==> src/sv/dpad_pkg.sv <==
// Shared types, codes and helper functions for the hat-switch to button event block.
// Used by every RTL module of the block and by its port checker; depends on nothing.
`default_nettype none

package dpad_pkg;

    localparam int QUEUE_DEPTH = 2;

    localparam logic [3:0] HAT_UP    = 4'd1;
    localparam logic [3:0] HAT_RIGHT = 4'd2;
    localparam logic [3:0] HAT_DOWN  = 4'd4;
    localparam logic [3:0] HAT_LEFT  = 4'd8;
    localparam logic [3:0] HAT_RIGHT_UP   = 4'd3;
    localparam logic [3:0] HAT_RIGHT_DOWN = 4'd6;
    localparam logic [3:0] HAT_LEFT_UP    = 4'd9;
    localparam logic [3:0] HAT_LEFT_DOWN  = 4'd12;

    typedef enum logic [1:0] {
        KIND_ACTIVE   = 2'd0,
        KIND_CENTERED = 2'd1,
        KIND_RELEASE  = 2'd2,
        KIND_PRESS    = 2'd3
    } event_kind_t;

    typedef enum logic [1:0] {
        MODE_STANDARD = 2'd0,
        MODE_EIGHT    = 2'd1,
        MODE_CARDINAL = 2'd2,
        MODE_DIAGONAL = 2'd3
    } pad_mode_t;

    // One classified direction change: a notice, then releases, then presses.
    typedef struct packed {
        logic       flag;
        logic       active;
        logic [3:0] dir;
        logic       rel_one;
        logic [3:0] rel_code;
        logic [3:0] rel_bits;
        logic       prs_one;
        logic [3:0] prs_code;
        logic [3:0] prs_bits;
    } cmd_t;

    function automatic logic is_diagonal(input logic [3:0] c);
        return c inside {HAT_RIGHT_UP, HAT_RIGHT_DOWN, HAT_LEFT_UP, HAT_LEFT_DOWN};
    endfunction

    function automatic logic is_cardinal(input logic [3:0] c);
        return c inside {HAT_UP, HAT_RIGHT, HAT_DOWN, HAT_LEFT};
    endfunction

    // Picks the first set bit in the order up, down, left, right.
    function automatic logic [3:0] first_bit(input logic [3:0] mask);
        logic [3:0] b;
        b = 4'd0;
        if ((mask & HAT_UP) != 4'd0) begin
            b = HAT_UP;
        end else if ((mask & HAT_DOWN) != 4'd0) begin
            b = HAT_DOWN;
        end else if ((mask & HAT_LEFT) != 4'd0) begin
            b = HAT_LEFT;
        end else if ((mask & HAT_RIGHT) != 4'd0) begin
            b = HAT_RIGHT;
        end
        return b;
    endfunction

endpackage

`default_nettype wire

==> src/sv/dpad_front.sv <==
// Front end: holds the mode register and the direction state, accepts input words
// and turns each change of direction into one command. Depends on dpad_pkg.
`default_nettype none

module dpad_front (
    input  wire logic            aclk,
    input  wire logic            aresetn,
    input  wire logic            cfg_valid,
    output logic                 cfg_ready,
    input  wire logic [1:0]      cfg_data,
    input  wire logic            s_valid,
    output logic                 s_ready,
    input  wire logic [3:0]      s_direction,
    input  wire logic            s_ignore_sets,
    input  wire logic            q_full,
    output logic                 push,
    output dpad_pkg::cmd_t       cmd
);
    import dpad_pkg::*;

    pad_mode_t  pad_mode_reg;
    logic [3:0] prev_dir_reg;
    logic [3:0] held_diag_reg;
    logic [3:0] held_diag_next;
    logic       accept;
    logic       changed;

    assign cfg_ready = 1'b1;
    assign s_ready   = !q_full;
    assign accept    = s_valid && s_ready;
    assign changed   = (s_direction != prev_dir_reg);
    assign push      = accept && changed;

    always_comb begin
        cmd            = '0;
        held_diag_next = held_diag_reg;
        cmd.flag       = s_ignore_sets;
        cmd.active     = (s_direction != 4'd0);
        cmd.dir        = s_direction;
        if (changed) begin
            held_diag_next = 4'd0;
            if (held_diag_reg != 4'd0) begin
                cmd.rel_one  = 1'b1;
                cmd.rel_code = held_diag_reg;
            end else if (pad_mode_reg == MODE_STANDARD) begin
                cmd.rel_bits = prev_dir_reg & ~s_direction;
            end else if (is_cardinal(prev_dir_reg) || is_diagonal(prev_dir_reg)) begin
                cmd.rel_one  = 1'b1;
                cmd.rel_code = prev_dir_reg;
            end
            case (pad_mode_reg)
                MODE_STANDARD: begin
                    cmd.prs_bits = s_direction & ~prev_dir_reg;
                end
                MODE_EIGHT: begin
                    if (is_diagonal(s_direction)) begin
                        cmd.prs_one    = 1'b1;
                        cmd.prs_code   = s_direction;
                        held_diag_next = s_direction;
                    end else begin
                        cmd.prs_bits = s_direction & ~prev_dir_reg;
                    end
                end
                MODE_CARDINAL: begin
                    if (is_cardinal(s_direction)) begin
                        cmd.prs_one  = 1'b1;
                        cmd.prs_code = s_direction;
                    end
                end
                MODE_DIAGONAL: begin
                    if (is_diagonal(s_direction)) begin
                        cmd.prs_one    = 1'b1;
                        cmd.prs_code   = s_direction;
                        held_diag_next = s_direction;
                    end
                end
                default: begin
                    cmd.prs_bits = 4'd0;
                end
            endcase
        end
    end

    always_ff @(posedge aclk) begin
        if (!aresetn) begin
            pad_mode_reg  <= MODE_STANDARD;
            prev_dir_reg  <= 4'd0;
            held_diag_reg <= 4'd0;
        end else begin
            if (cfg_valid && cfg_ready) begin
                pad_mode_reg <= pad_mode_t'(cfg_data);
            end
            if (accept) begin
                prev_dir_reg  <= s_direction;
                held_diag_reg <= held_diag_next;
            end
        end
    end

endmodule

`default_nettype wire

==> src/sv/dpad_queue.sv <==
// Short command queue between the front end and the event sequencer.
// Depends on dpad_pkg for the command type.
`default_nettype none

module dpad_queue #(
    parameter int DEPTH = dpad_pkg::QUEUE_DEPTH
) (
    input  wire logic        aclk,
    input  wire logic        aresetn,
    input  wire logic        push,
    input  dpad_pkg::cmd_t   push_data,
    input  wire logic        pop,
    output logic             full,
    output logic             empty,
    output dpad_pkg::cmd_t   pop_data
);
    import dpad_pkg::*;

    localparam int PW = (DEPTH > 1) ? $clog2(DEPTH) : 1;
    localparam int CW = $clog2(DEPTH + 1);
    localparam logic [PW-1:0] LAST_PTR = PW'(DEPTH - 1);
    localparam logic [CW-1:0] FULL_CNT = CW'(DEPTH);

    cmd_t          mem [DEPTH];
    logic [PW-1:0] wr_ptr_reg;
    logic [PW-1:0] rd_ptr_reg;
    logic [CW-1:0] count_reg;

    assign full     = (count_reg == FULL_CNT);
    assign empty    = (count_reg == '0);
    assign pop_data = mem[rd_ptr_reg];

    always_ff @(posedge aclk) begin
        if (push) begin
            mem[wr_ptr_reg] <= push_data;
        end
    end

    always_ff @(posedge aclk) begin
        if (!aresetn) begin
            wr_ptr_reg <= '0;
            rd_ptr_reg <= '0;
            count_reg  <= '0;
        end else begin
            if (push) begin
                wr_ptr_reg <= (wr_ptr_reg == LAST_PTR) ? '0 : wr_ptr_reg + 1'b1;
            end
            if (pop) begin
                rd_ptr_reg <= (rd_ptr_reg == LAST_PTR) ? '0 : rd_ptr_reg + 1'b1;
            end
            if (push && !pop) begin
                count_reg <= count_reg + 1'b1;
            end else if (pop && !push) begin
                count_reg <= count_reg - 1'b1;
            end
        end
    end

endmodule

`default_nettype wire

==> src/sv/dpad_back.sv <==
// Event sequencer: takes commands from the queue and sends their events one word
// per cycle while not stalled, on a registered result port. Depends on dpad_pkg.
`default_nettype none

module dpad_back (
    input  wire logic        aclk,
    input  wire logic        aresetn,
    input  wire logic        q_empty,
    input  dpad_pkg::cmd_t   q_data,
    output logic             pop,
    output logic             m_valid,
    input  wire logic        m_ready,
    output logic [1:0]       m_event_kind,
    output logic [3:0]       m_button_code,
    output logic             m_ignore_sets_out,
    output logic             m_last
);
    import dpad_pkg::*;

    cmd_t        work_reg;
    cmd_t        work_next;
    logic        notice_reg;
    logic        notice_next;
    logic        m_valid_reg;
    event_kind_t kind_reg;
    logic [3:0]  code_reg;
    logic        flag_reg;
    logic        last_reg;

    event_kind_t sel_kind;
    logic [3:0]  sel_code;
    logic [3:0]  bit_sel;
    logic        pending;
    logic        can_out;
    logic        emit;
    logic        sel_last;

    assign pending = notice_reg || work_reg.rel_one || (work_reg.rel_bits != 4'd0)
                     || work_reg.prs_one || (work_reg.prs_bits != 4'd0);
    assign can_out = !m_valid_reg || m_ready;
    assign emit    = pending && can_out;

    always_comb begin
        work_next   = work_reg;
        notice_next = notice_reg;
        sel_kind    = KIND_PRESS;
        sel_code    = 4'd0;
        bit_sel     = 4'd0;
        if (notice_reg) begin
            notice_next = 1'b0;
            sel_kind    = work_reg.active ? KIND_ACTIVE : KIND_CENTERED;
            sel_code    = work_reg.active ? work_reg.dir : 4'd0;
        end else if (work_reg.rel_one) begin
            work_next.rel_one = 1'b0;
            sel_kind          = KIND_RELEASE;
            sel_code          = work_reg.rel_code;
        end else if (work_reg.rel_bits != 4'd0) begin
            bit_sel            = first_bit(work_reg.rel_bits);
            work_next.rel_bits = work_reg.rel_bits & ~bit_sel;
            sel_kind           = KIND_RELEASE;
            sel_code           = bit_sel;
        end else if (work_reg.prs_one) begin
            work_next.prs_one = 1'b0;
            sel_kind          = KIND_PRESS;
            sel_code          = work_reg.prs_code;
        end else begin
            bit_sel            = first_bit(work_reg.prs_bits);
            work_next.prs_bits = work_reg.prs_bits & ~bit_sel;
            sel_kind           = KIND_PRESS;
            sel_code           = bit_sel;
        end
        sel_last = !(work_next.rel_one || (work_next.rel_bits != 4'd0)
                     || work_next.prs_one || (work_next.prs_bits != 4'd0));
    end

    assign pop = !q_empty && (!pending || (emit && sel_last));

    always_ff @(posedge aclk) begin
        if (!aresetn) begin
            notice_reg  <= 1'b0;
            work_reg    <= '0;
            m_valid_reg <= 1'b0;
        end else begin
            if (pop) begin
                work_reg   <= q_data;
                notice_reg <= 1'b1;
            end else if (emit) begin
                work_reg   <= work_next;
                notice_reg <= notice_next;
            end
            if (emit) begin
                m_valid_reg <= 1'b1;
            end else if (m_ready) begin
                m_valid_reg <= 1'b0;
            end
        end
    end

    always_ff @(posedge aclk) begin
        if (emit) begin
            kind_reg <= sel_kind;
            code_reg <= sel_code;
            flag_reg <= work_reg.flag;
            last_reg <= sel_last;
        end
    end

    assign m_valid           = m_valid_reg;
    assign m_event_kind      = kind_reg;
    assign m_button_code     = code_reg;
    assign m_ignore_sets_out = flag_reg;
    assign m_last            = last_reg;

endmodule

`default_nettype wire

==> src/sv/dpad_direction_to_button_events_top.sv <==
// Hat-switch direction to button event converter: each change of a 4-bit hat
// direction yields one active or centered notice word, then button release words and
// then button press words, as the 2-bit pad mode register selects (standard, eight-way,
// four-way cardinal, four-way diagonal); the last word of a change carries m_last. An
// input word whose direction equals the previous one yields nothing. The front end takes
// one input word per cycle as long as its command queue (QUEUE_DEPTH entries) has room;
// the sequencer sends one result word per cycle while m_ready does not stall it, so the
// result port sets the sustained rate. Write the mode through cfg_data only while no
// results are outstanding. Depends on dpad_pkg, dpad_front, dpad_queue and dpad_back.
`default_nettype none

module dpad_direction_to_button_events_top #(
    parameter int QUEUE_DEPTH = dpad_pkg::QUEUE_DEPTH
) (
    input  wire logic        aclk,
    input  wire logic        aresetn,
    input  wire logic        cfg_valid,
    output logic             cfg_ready,
    input  wire logic [1:0]  cfg_data,
    input  wire logic        s_valid,
    output logic             s_ready,
    input  wire logic [3:0]  s_direction,
    input  wire logic        s_ignore_sets,
    output logic             m_valid,
    input  wire logic        m_ready,
    output logic [1:0]       m_event_kind,
    output logic [3:0]       m_button_code,
    output logic             m_ignore_sets_out,
    output logic             m_last
);
    import dpad_pkg::*;

    cmd_t push_cmd;
    cmd_t pop_cmd;
    logic push;
    logic pop;
    logic q_full;
    logic q_empty;

    dpad_front u_front (
        .aclk          (aclk),
        .aresetn       (aresetn),
        .cfg_valid     (cfg_valid),
        .cfg_ready     (cfg_ready),
        .cfg_data      (cfg_data),
        .s_valid       (s_valid),
        .s_ready       (s_ready),
        .s_direction   (s_direction),
        .s_ignore_sets (s_ignore_sets),
        .q_full        (q_full),
        .push          (push),
        .cmd           (push_cmd)
    );

    dpad_queue #(
        .DEPTH (QUEUE_DEPTH)
    ) u_queue (
        .aclk      (aclk),
        .aresetn   (aresetn),
        .push      (push),
        .push_data (push_cmd),
        .pop       (pop),
        .full      (q_full),
        .empty     (q_empty),
        .pop_data  (pop_cmd)
    );

    dpad_back u_back (
        .aclk              (aclk),
        .aresetn           (aresetn),
        .q_empty           (q_empty),
        .q_data            (pop_cmd),
        .pop               (pop),
        .m_valid           (m_valid),
        .m_ready           (m_ready),
        .m_event_kind      (m_event_kind),
        .m_button_code     (m_button_code),
        .m_ignore_sets_out (m_ignore_sets_out),
        .m_last            (m_last)
    );

endmodule

`default_nettype wire

==> config.mk <==
export PLATFORM = sky130hd
export DESIGN_NAME = dpad_direction_to_button_events_top
export DESIGN_NICKNAME = d
export VERILOG_FILES = /design/src/sv/dpad_pkg.sv /design/src/sv/dpad_front.sv /design/src/sv/dpad_queue.sv /design/src/sv/dpad_back.sv /design/src/sv/dpad_direction_to_button_events_top.sv
export SDC_FILE = /design/constraint.sdc
export NUM_CORES = 1
export LEC_CHECK = 0
export ABC_CLOCK_PERIOD_IN_PS = 3500
export BUFFER_PORTS_ARGS = -buffer_cell sky130_fd_sc_hd__buf_2
export CAP_MARGIN = 0
export CORE_ASPECT_RATIO = 0.6
export CORE_MARGIN = 4
export CORE_UTILIZATION = 30
export CTS_CLUSTER_SIZE = 28
export DETAILED_ROUTE_END_ITERATION = 12
export PLACE_DENSITY_LB_ADDON = 0.08
export SLEW_MARGIN = 10
export SYNTH_ARGS = -nofsm -noshare
export SYNTH_HDL_FRONTEND = slang
export SYNTH_HIERARCHICAL = 1
export SYNTH_SLANG_ARGS = --single-unit
==> constraint.sdc <==
create_clock -name aclk -period 3.5 [get_ports aclk]
set_input_delay 0.525 -clock aclk [delete_from_list [all_inputs] [get_ports aclk]]
set_output_delay 0.525 -clock aclk [all_outputs]
set_load 0.01 [all_outputs]
==> Word-level counts from Yosys, hierarchy flattened <==
Memory sizes are Yosys's and may differ from the RTL's. A register that Yosys moved wholly into a read port is not among the register bits.
Index checks and enable logic that the tools add are counted.
{ "totals": {"ff_bits": 48, "ramBits": 48, "in_bits": 12, "wordCells": 156, "memories": 1} }
{ "memory_table": {"columns": ["memory", "words", "width", "rd", "rd_clocked_by_memory_dff", "write_ports", "line_no", "source"], "rows": [
  ["u_queue.mem", 2, 24, 1, 1, 1, "dpad_queue.sv:24", "cmd_t mem [DEPTH];"]
]} }
{ "classes": {"addsub": 4, "n_eq_ne": 21, "n_mux": 60, "bitwise": 8, "n_reduce_logical": 41} }
{ "ops": {"columns": ["op", "count"], "rows": [
  ["$mux 4", 28],
  ["$reduce_bool 4->1", 10],
  ["$mux 18", 2],
  ["$mux 5", 7],
  ["$eq 4x4->1 const B", 6],
  ["$mux 24", 1],
  ["$and 4x4->4", 4],
  ["$eq 4x2->1 const B", 4],
  ["$eq 4x3->1 const B", 4],
  ["$not 4->4", 4],
  ["$mux 1", 14],
  ["$mux 2", 6],
  ["$logic_or 1x1->1", 10],
  ["$pmux 5 s2", 1],
  ["$eq 4x1->1 const B", 2],
  ["$pmux 4 s2", 1],
  ["$logic_and 1x1->1", 7],
  ["$logic_not 1->1", 7],
  ["$eq 2x2->1 const B", 3],
  ["$reduce_bool 2->1", 3],
  ["$logic_not 2->1", 2],
  ["$ne 4x4->1", 1],
  ["$add 1x1->1 const B", 2],
  ["$add 2x1->2 const B", 1],
  ["4 further kinds", 4]
]} }

==> Logic depth before layout (Yosys ltp) <==
Gate-level depths: netlist (run 1).
{ "logic_depth": {"ltp_word": 23, "mapped_depth": 12, "ltp_nobuf": 10} }

==> Cells and area by module <==
Netlist (run 1), hierarchy kept.
{ "by_module_without_submodules": {"columns": ["module", "n_inst", "cells_per_inst", "area_each_um2", "seq_area_each_um2"], "rows": [
  ["dpad_queue", 1, 97, 1950.6, 1541.5],
  ["dpad_back", 1, 176, 1685.4, 760.7],
  ["dpad_front", 1, 114, 894.6, 200.2]
]} }

==> Least setup slack after synthesis (run 1) <==
OpenSTA, ideal clock, no wires.
{ "synth_timing": {"path_kind": "input port to flip-flop", "from": "input s_direction[2]", "to": "memory u_queue/mem[0][0] (netlist bit), enable pin", "setup_ns": 0.409, "arrival_time_ns": 2.656, "required_time_ns": 3.091, "setup_slack_ns": 0.435, "cell_stages": 6, "n_path_buf": 1, "cell_sequence": "inv_1 ha_1 and4_1 clkbuf_1 nor2_1 nor2b_1"} }
{ "synth_via": {"elab_chain_len": 4} }
{ "synth_lines": {"columns": ["element", "line_no", "source"], "rows": [
  ["from (decl)", "dpad_direction_to_button_events_top.sv:22", "input wire logic [3:0] s_direction,"],
  ["$ne 4x4->1", "dpad_front.sv:31", "assign changed = (s_direction != prev_dir_reg);"],
  ["$logic_and 1x1->1", "dpad_front.sv:32", "assign push = accept && changed;"],
  ["via push", "dpad_direction_to_button_events_top.sv:35", "logic push;"],
  ["$mux 1", "dpad_queue.sv:34", "if (push) begin"],
  ["$mux 1 (implied by the code)", "dpad_queue.sv:35", "mem[wr_ptr_reg] <= push_data;"],
  ["to (decl)", "dpad_queue.sv:24", null]
]} }
The timed path passes the listed nets, and every way through them passes these cells.

==> Worst setup path after layout (run 1) <==
{ "layout_timing": {"from": "register u_back/work_reg[17] (netlist bit)", "to": "register u_queue.count_reg[1]"} }
{ "layout_via": {"elab_chain_len": 13, "word_cells_on_any_way": 25} }
{ "layout_lines": {"columns": ["element", "line_no", "source"], "rows": [
  ["from (decl)", "dpad_back.sv:20", "cmd_t work_reg;"],
  ["from (signal assigned)", "dpad_back.sv:85", "work_reg <= q_data;"],
  ["from (signal assigned)", "dpad_back.sv:88", "work_reg <= work_next;"],
  ["$mux 5", "dpad_back.sv:53", "end else if (work_reg.rel_one) begin"],
  ["$mux 5", "dpad_back.sv:49", "if (notice_reg) begin"],
  ["$reduce_bool 4->1", "dpad_back.sv:72", "sel_last = !(work_next.rel_one || (work_next.rel_bits != 4'd0)"],
  ["$logic_or 1x1->1", "dpad_back.sv:72", null],
  ["$logic_or 1x1->1 (2 in series)", "dpad_back.sv:73", "|| work_next.prs_one || (work_next.prs_bits != 4'd0));"],
  ["$logic_not 1->1", "dpad_back.sv:72", null],
  ["$logic_and 1x1->1", "dpad_back.sv:76", "assign pop = !q_empty && (!pending || (emit && sel_last));"],
  ["$logic_or 1x1->1 *", "dpad_back.sv:76", null],
  ["$logic_and 1x1->1 *", "dpad_back.sv:76", null],
  ["via pop", "dpad_direction_to_button_events_top.sv:36", "logic pop;"],
  ["$logic_not 1->1", "dpad_queue.sv:51", "if (push && !pop) begin"],
  ["$logic_and 1x1->1", "dpad_queue.sv:51", null],
  ["$mux 2 or $reduce_bool 2->1 (tied branches)", null, null],
  ["to (signal assigned)", "dpad_queue.sv:52", "count_reg <= count_reg + 1'b1;"],
  ["to (signal assigned)", "dpad_queue.sv:54", "count_reg <= count_reg - 1'b1;"],
  ["to (decl)", "dpad_queue.sv:27", "logic [CW-1:0] count_reg;"]
]} }
The timed path passes the listed nets; every way through them passes the cells marked *.
A chain may end at the register's enable or synchronous reset.

==> results.yml, run 1 <==
status:
  status: "complete, no violations"
clock_network:
  post-cts-setup-buffers: 0
  cts_tree: "built"
  cts-htree-levels: 3
  clkSlewWorstSetupHoldPaths_ps: 70
  cts_hold_buf: 0
  post_cts_resized: 0
  cts.path.max_buffers: 2
  root_buffer: "clkbuf_16"
  numCtsBuffers: 9
  numClockSinks: 97
  clk_latency_ps: 340
finish:
  final_cells: 603
  syn2layout_area_growth_pct: 12.57
  diodes: 0
  fillers: 1498
  largest_reg_flops: 48
  fin_nets: 421
  drive_gt1_share_pct: 21.48
logic_synthesis:
  seq_area_frac_synth_pct: 55.23
  synth-compound-area-share_pct: 11.16
  synth-edff-count: 56
  syn-instance-count: 387
  synth.area.top_cells: "edfxtp_1 (37%), dfxtp_1 (18%), mux2_2 (6.0%)"
  synth_mux_area_share_pct: 9.721
  syn-num-nets: 408
  syn_area_sq_mm: 0.004531
  ys_ff_latch: 97
  ys_types: 63
  synth_ff_type: "edfxtp_1"
  synth_top_cell_by_area: "edfxtp_1"
  synth_top_family_by_area: "simple AND/OR/NAND/NOR gates"
  syn_area_per_cell_sq_um: 11.71
  synth_fa_ha_area_share_pct: 2.486
  async_reset_ff_share_pct: 0
  synthTopCellsByCount: "edfxtp_1 (56), nand2_1 (45), dfxtp_1 (41), mux2_2 (24), nor2_1 (21)"
  yosys.area_share.simple_pct: 15.49
  synth_warnings: 6
  yosysMostFrequentCell: "edfxtp_1"
  synth_xor_area_share_pct: 1.132
  synth_top_area_share_pct: 37.12
placed_design:
  placedCellCount: 587
  routabilityCongestion: 0.8034
  placement.io_buffers: 21
  place_hpwl_um: 7646
pwr:
  power_density_mw_per_mm2: 862.6
  combPwrFrac_pct: 37.7
  pwr-share-seq_pct: 39.7
  cellLeakagePower_uw: 0.001956
  clkPwrFrac_pct: 22.7
  p_int_uw: 2838
  p_sw_share_pct: 35.48
  p_sw_uw: 1561
  ir_drop_mv: 0.3822
floorplan:
  die_x_um: 166.7
  num_rows: 34
  start_util_pct: 30.96
  coreArea_sq_mm: 0.01463
  die_h_um: 103.2
  die_area_sq_mm: 0.01720
  ios: 23
detailed_routing:
  firstDrtPassIters: 5
  drt_iter0_drc: 194
  drc_errors: 0
  post_drt_wl_per_cell_um: 17.38
  via_count: 2894
  via_per_inst: 4.799
  ant_nets: 0
  wirelength_um: 10480
timing:
  relSlewSlack_pct: 39.77
  tns_ps: 0
  report.final.slew_viol_count: 0
  finClkSkew_ps: 8.323
  worst_slew_pin_slew_ps: 901.6
  setup_viol: 0
  hold_violations: 0
  max_freq_mhz: 356.2
  fin_crit_sh_pct: 80.22
  rsz0062_at_grt: "false"
  period_needed_ps: 2808
grt:
  grt_pass1_wl_um: 16730
  grt_pass1_vias: 2898
  grt_start_max_net_pins: 37
  overflow: 0
  grt_usage_pct: 12.86
  antenna_found_initial: 0
worst_setup_path:
  crit_required_ps: 3780
  crit_fanout: 12
  start_kind: "flip-flop"
  end_kind: "flip-flop"
  critPathArrivalTime_ps: 3080
  critical_path_class: "reg -> reg"
worst_hold_path:
  worst_hold_path_type: "in -> reg"
flow_run:
  drv_cap: 0
## power by group through the flow
stage | combinational (uW) | sequential [uW] | clock [uW]
finish | 1660 | 1740 | 997
global route | 1850 | 1780 | 1080
CTS | 1690 | 1740 | 1040
detailed placement | 1680 | 1770 | 0
global placement | 1680 | 1760 | 0
floorplan | 1330 | 1720 | 0
## placed cells by master, fill, tap and decap left out, types with 5 or more instances in the layout
master     netlist  layout
edfxtp_1        56      56
nand2_1         45      45
dfxtp_1         41      41
mux2_2          24      24
buf_2            2      21
nor2_1          21      21
mux2i_1         17      17
a21oi_1         16      16
and2_1          13      13
inv_1           12      12
clkbuf_16        0      11
a31o_1          10      10
nand3_1          9       9
ha_1             9       9
o21ai_1          7       7
buf_4            8       5
## cell type report
| cell class | count | area (sq um) | share of cell area, % |
|---|---|---|---|
| clock buffer | 13 | 286.5 | 5.618 |
| clock inverter | 3 | 17.52 | 0.3435 |
| inverter | 12 | 45.04 | 0.8832 |
| multi-input combinational | 252 | 1818 | 35.65 |
| sequential | 97 | 2502 | 49.07 |
| tap | 198 | 247.7 | 4.858 |
| timing repair buffer | 28 | 182.7 | 3.582 |
## stage by stage
step	cell area, sq um	setup slack [ps]	hold slack, ps	total power (uW)	utilization (%)
2_1_floorplan	4531	434.9	408.1	3046	-
3_3_place_gp	4796	619.1	450.0	3445	32.77
3_5_place_dp	4796	585.1	442.8	3451	32.77
4_1_cts	5100	659.8	353.8	4474	34.85
5_1_grt	5100	495.1	359.8	4713	34.85
6_report	5100	692.2	371.3	4399	34.85
## kinds of logic after synthesis
| family | after synthesis |
|---|---|
| and+or+nand+nor | 129 |
| AOI/OAI and AO/OA | 67 |
| muxes | 41 |
| other | 1 |
| DFF | 97 |
| xor gates and xnor gates | 5 |
| buffers and inverters | 38 |
| adders and majority gates | 9 |
## metal layers
layer | up-vias | wire length (um) | track usage (%)
met3 | 10 | 561 | 3.038
met5 | - | 0 | 0
met2 | 44 | 4259 | 18.44
met4 | 0 | 109 | 3.834
li1 | 1421 | - | -
met1 | 1419 | 5548 | 19.28
## worst max-delay path: stages, from the launching register on
cell      delay, ps
dfxtp_1         420
or4_4           610
nor3_4          180
o311a_2         210
a21oi_2          50
o41ai_4         360
inv_1           100
ha_1            330
or3_1           350
a21boi_1        140
## worst paths after layout
path	from	to	slack (ps)	cells after the start
worst min register to register	u_back/work_next[23]$_SDFFE_PN0P_	u_back/m_ignore_sets_out$_DFFE_PP_	450	0
worst min-delay path	s_ignore_sets	u_queue/mem[0][23]$_DFFE_PP_	370	1
worst max-delay path	u_back/work_reg[17]$_SDFFE_PN0P_	u_queue/count_reg[1]$_SDFFE_PN0P_	690	9
worst max register to register	u_back/work_reg[17]$_SDFFE_PN0P_	u_queue/count_reg[1]$_SDFFE_PN0P_	690	9
No activity file was read; power rests on OpenSTA's default activity.
==> run 2: changes to the inputs <==
- ABC_AREA: unset -> 1
- ABC_CLOCK_PERIOD_IN_PS: 3500 -> 2410
- clock period: 3.5 -> 2.41 ns (I/O delays scaled with it)
==> run 2 against run 1 <==
Effect of this change:
- sequential power is 44% higher
- via count up 18%
- count of clock-buffer cells in the layout decreased by 3
- global-route usage increased by 0.57 points
- critical endpoint unchanged
- critical path depth grew 9
- largest cell class unchanged
- clock skew up 2.9 ps
==> results.yml, run 2 <==
status:
  status: "complete, no violations"
pwr:
  p_sw_uw: 3303
  combPwrFrac_pct: 48.9
  cellLeakagePower_uw: 0.002278
  p_int_uw: 4386
  pwr-share-seq_pct: 32.7
  ir_drop_mv: 0.5523
  clkPwrFrac_pct: 18.5
  p_sw_share_pct: 42.96
  power_density_mw_per_mm2: 1420
finish:
  final_cell_mix: "nand2_1 (70), nor2_1 (61), edfxtp_1 (56)"
  syn2layout_area_growth_pct: 14.71
  drive_gt1_share_pct: 21.52
  largest_reg_flops: 48
  fin_nets: 541
  final_common_cell: "nand2_1"
  fillers: 1586
  diodes: 0
logic_synthesis:
  ys_types: 39
  ys_ff_latch: 97
  syn_area_per_cell_sq_um: 9.651
  synth-edff-count: 56
  syn-instance-count: 489
  syn_area_sq_mm: 0.004720
  synth_warnings: 6
  synth_top_area_share_pct: 35.63
  async_reset_ff_share_pct: 0
  synth.area.top_cells: "edfxtp_1 (36%), dfxtp_1 (17%), mux2_4 (6.4%)"
  synthTopCellsByCount: "nand2_1 (70), nor2_1 (63), edfxtp_1 (56), inv_1 (52), dfxtp_1 (41)"
  synth_top_cell_by_area: "edfxtp_1"
  synth_ff_type: "edfxtp_1"
  seq_area_frac_synth_pct: 53.02
  syn-num-nets: 510
  yosysMostFrequentCell: "nand2_1"
grt:
  grt_start_max_net_pins: 41
  overflow: 0
  antenna_found_initial: 0
  grt_pass1_wl_um: 18140
  grt_pass1_vias: 3188
  grt_usage_pct: 13.44
floorplan:
  die_h_um: 105.2
  coreArea_sq_mm: 0.01537
  die_x_um: 169.9
  start_util_pct: 30.70
  ios: 23
  num_rows: 35
  die_area_sq_mm: 0.01787
detailed_routing:
  drc_errors: 0
  via_per_inst: 4.699
  via_count: 3421
  post_drt_wl_per_cell_um: 15.94
  drt_iter0_drc: 330
  firstDrtPassIters: 5
  wirelength_um: 11600
  ant_nets: 0
timing:
  finClkSkew_ps: 11.22
  hold_violations: 0
  fin_crit_sh_pct: 90.67
  rsz0062_at_grt: "false"
  max_freq_mhz: 457.6
  tns_ps: 0
  report.final.slew_viol_count: 0
  worst_slew_pin_slew_ps: 755.6
  setup_viol: 0
  whs_ps: 201.3
  relSlewSlack_pct: 49.63
  period_needed_ps: 2185
placed_design:
  routabilityCongestion: 0.9108
  place_hpwl_um: 8653
  placement.io_buffers: 21
clock_network:
  root_buffer: "clkbuf_16"
  clk_latency_ps: 340
  numCtsBuffers: 9
  cts_tree: "built"
  cts-htree-levels: 3
  cts.path.max_buffers: 2
  numClockSinks: 97
  clkSlewWorstSetupHoldPaths_ps: 80
worst_setup_path:
  path_cells: "nor2_4 -> nand2_2 -> nor2_2 -> nand2_1 -> nand2_1 -> nand2_1 -> nor2_1 -> nand3_1 -> nand2_2 -> nand2_4 -> inv_4 -> inv_1 -> ha_1 -> inv_1 -> nand3_1 -> nand2_1 -> inv_1 -> nor2_1"
  critPathBufInv: 4
  max_stage_delay_ps: 370
  cpMaxStageDelayCell: "dfxtp_1"
  end_kind: "flip-flop"
  critical_path.top_delay_family: "simple AND/OR/NAND/NOR gates"
  crit_fanout: 4
  crit_required_ps: 2680
  start_kind: "flip-flop"
  crit_top_cell: "nand2_1"
  critical_path_class: "reg -> reg"
  critPathArrivalTime_ps: 2460
flow_run:
  drv_cap: 0
worst_hold_path:
  worst_hold_path_type: "in -> reg"
run 2: cell types whose count changed in the layout (fill, tap and decap cells not counted), moves of 20 or more:
cell     before  now
inv_1        12   52
nor2_1       21   61
nand3_1       9   35
nand2_1      45   70
o21ai_0       3   28
mux2_2       24    4
mux2_4        0   20
run 2: layout make-up:
type	count	area, sq um	area share, %
clock inverter	6	61.31	1.132
timing repair buffer	41	280.3	5.177
inverter	57	216.5	3.998
tap	203	254.0	4.691
multi-input combinational	314	1861	34.37
clock buffer	10	239.0	4.414
sequential	97	2502	46.22
run 2: final timing paths:
kind / start / endpoint / slack (ps) / cells after the start
worst max register to register: u_back/work_reg[12]$_SDFFE_PN0P_ / u_queue/count_reg[1]$_SDFFE_PN0P_ / 220 / 18
worst min register to register: u_back/work_next[23]$_SDFFE_PN0P_ / u_back/m_ignore_sets_out$_DFFE_PP_ / 430 / 0
worst min-delay path: s_ignore_sets / u_queue/mem[1][23]$_DFFE_PP_ / 200 / 1
worst max-delay path: u_back/work_reg[12]$_SDFFE_PN0P_ / u_queue/count_reg[1]$_SDFFE_PN0P_ / 220 / 18
run 2: timing repair:
action,CTS,global route
endpoints found under the setup margin,0,2
gates resized for setup,0,5
hold buffers,0,0
setup buffers,0,3
run 2: stage by stage:
| step | util, % | power [uW] | setup slack [ps] | std cells | area [sq um] |
|---|---|---|---|---|---|
| 2_1_floorplan | - | 5145 | 260.1 | 489 | 4722 |
| 3_3_place_gp | 32.98 | 6179 | 125.4 | 709 | 5070 |
| 3_5_place_dp | 32.98 | 6140 | 103.3 | 709 | 5070 |
| 4_1_cts | 34.94 | 7604 | 77.32 | 725 | 5370 |
| 5_1_grt | 35.22 | 8342 | 22.44 | 728 | 5414 |
| 6_report | 35.22 | 7689 | 224.8 | 728 | 5414 |
run 2: per-layer routing:
layer	up-vias	track usage, %	routed length (um)	share of wire (%)
met5	-	0	0	0
met4	0	2.393	31	0.27
met3	2	4.159	725	6.2
met2	81	17.83	4654	40
met1	1631	21.23	6192	53
li1	1707	-	-	-
run 2: cells by family (layout without fill, tap and decap cells):
| kind of cell | Yosys count | count (layout) | share of synthesized area (%) |
|---|---|---|---|
| adder cells (fa/ha/maj) | 9 | 9 | 2.386 |
| other | 1 | 1 | 0.07946 |
| AND/OR/NAND/NOR | 205 | 205 | 20.17 |
| buffers and inverters | 78 | 114 | 8.059 |
| AO/OA/AOI/OAI | 75 | 75 | 8.961 |
| multiplexers | 24 | 24 | 7.317 |
| flip-flops | 97 | 97 | 53.02 |
run 2: worst register-to-register path: cells and delay by family (launching register included):
family,cells,cell delay [ps]
AND/OR/NAND/NOR,13,1240
flip-flops,1,370
adder cells (fa/ha/maj),1,290
buffers and inverters,4,200
run 2: power groups by stage:
stage | Combinational, uW | Sequential, uW | Clock [uW]
2_1_floorplan | 2600 | 2550 | 0
3_3_place_gp | 3650 | 2530 | 0
3_5_place_dp | 3600 | 2540 | 0
4_1_cts | 3620 | 2500 | 1480
5_1_grt | 4230 | 2560 | 1550
6_report | 3760 | 2510 | 1420
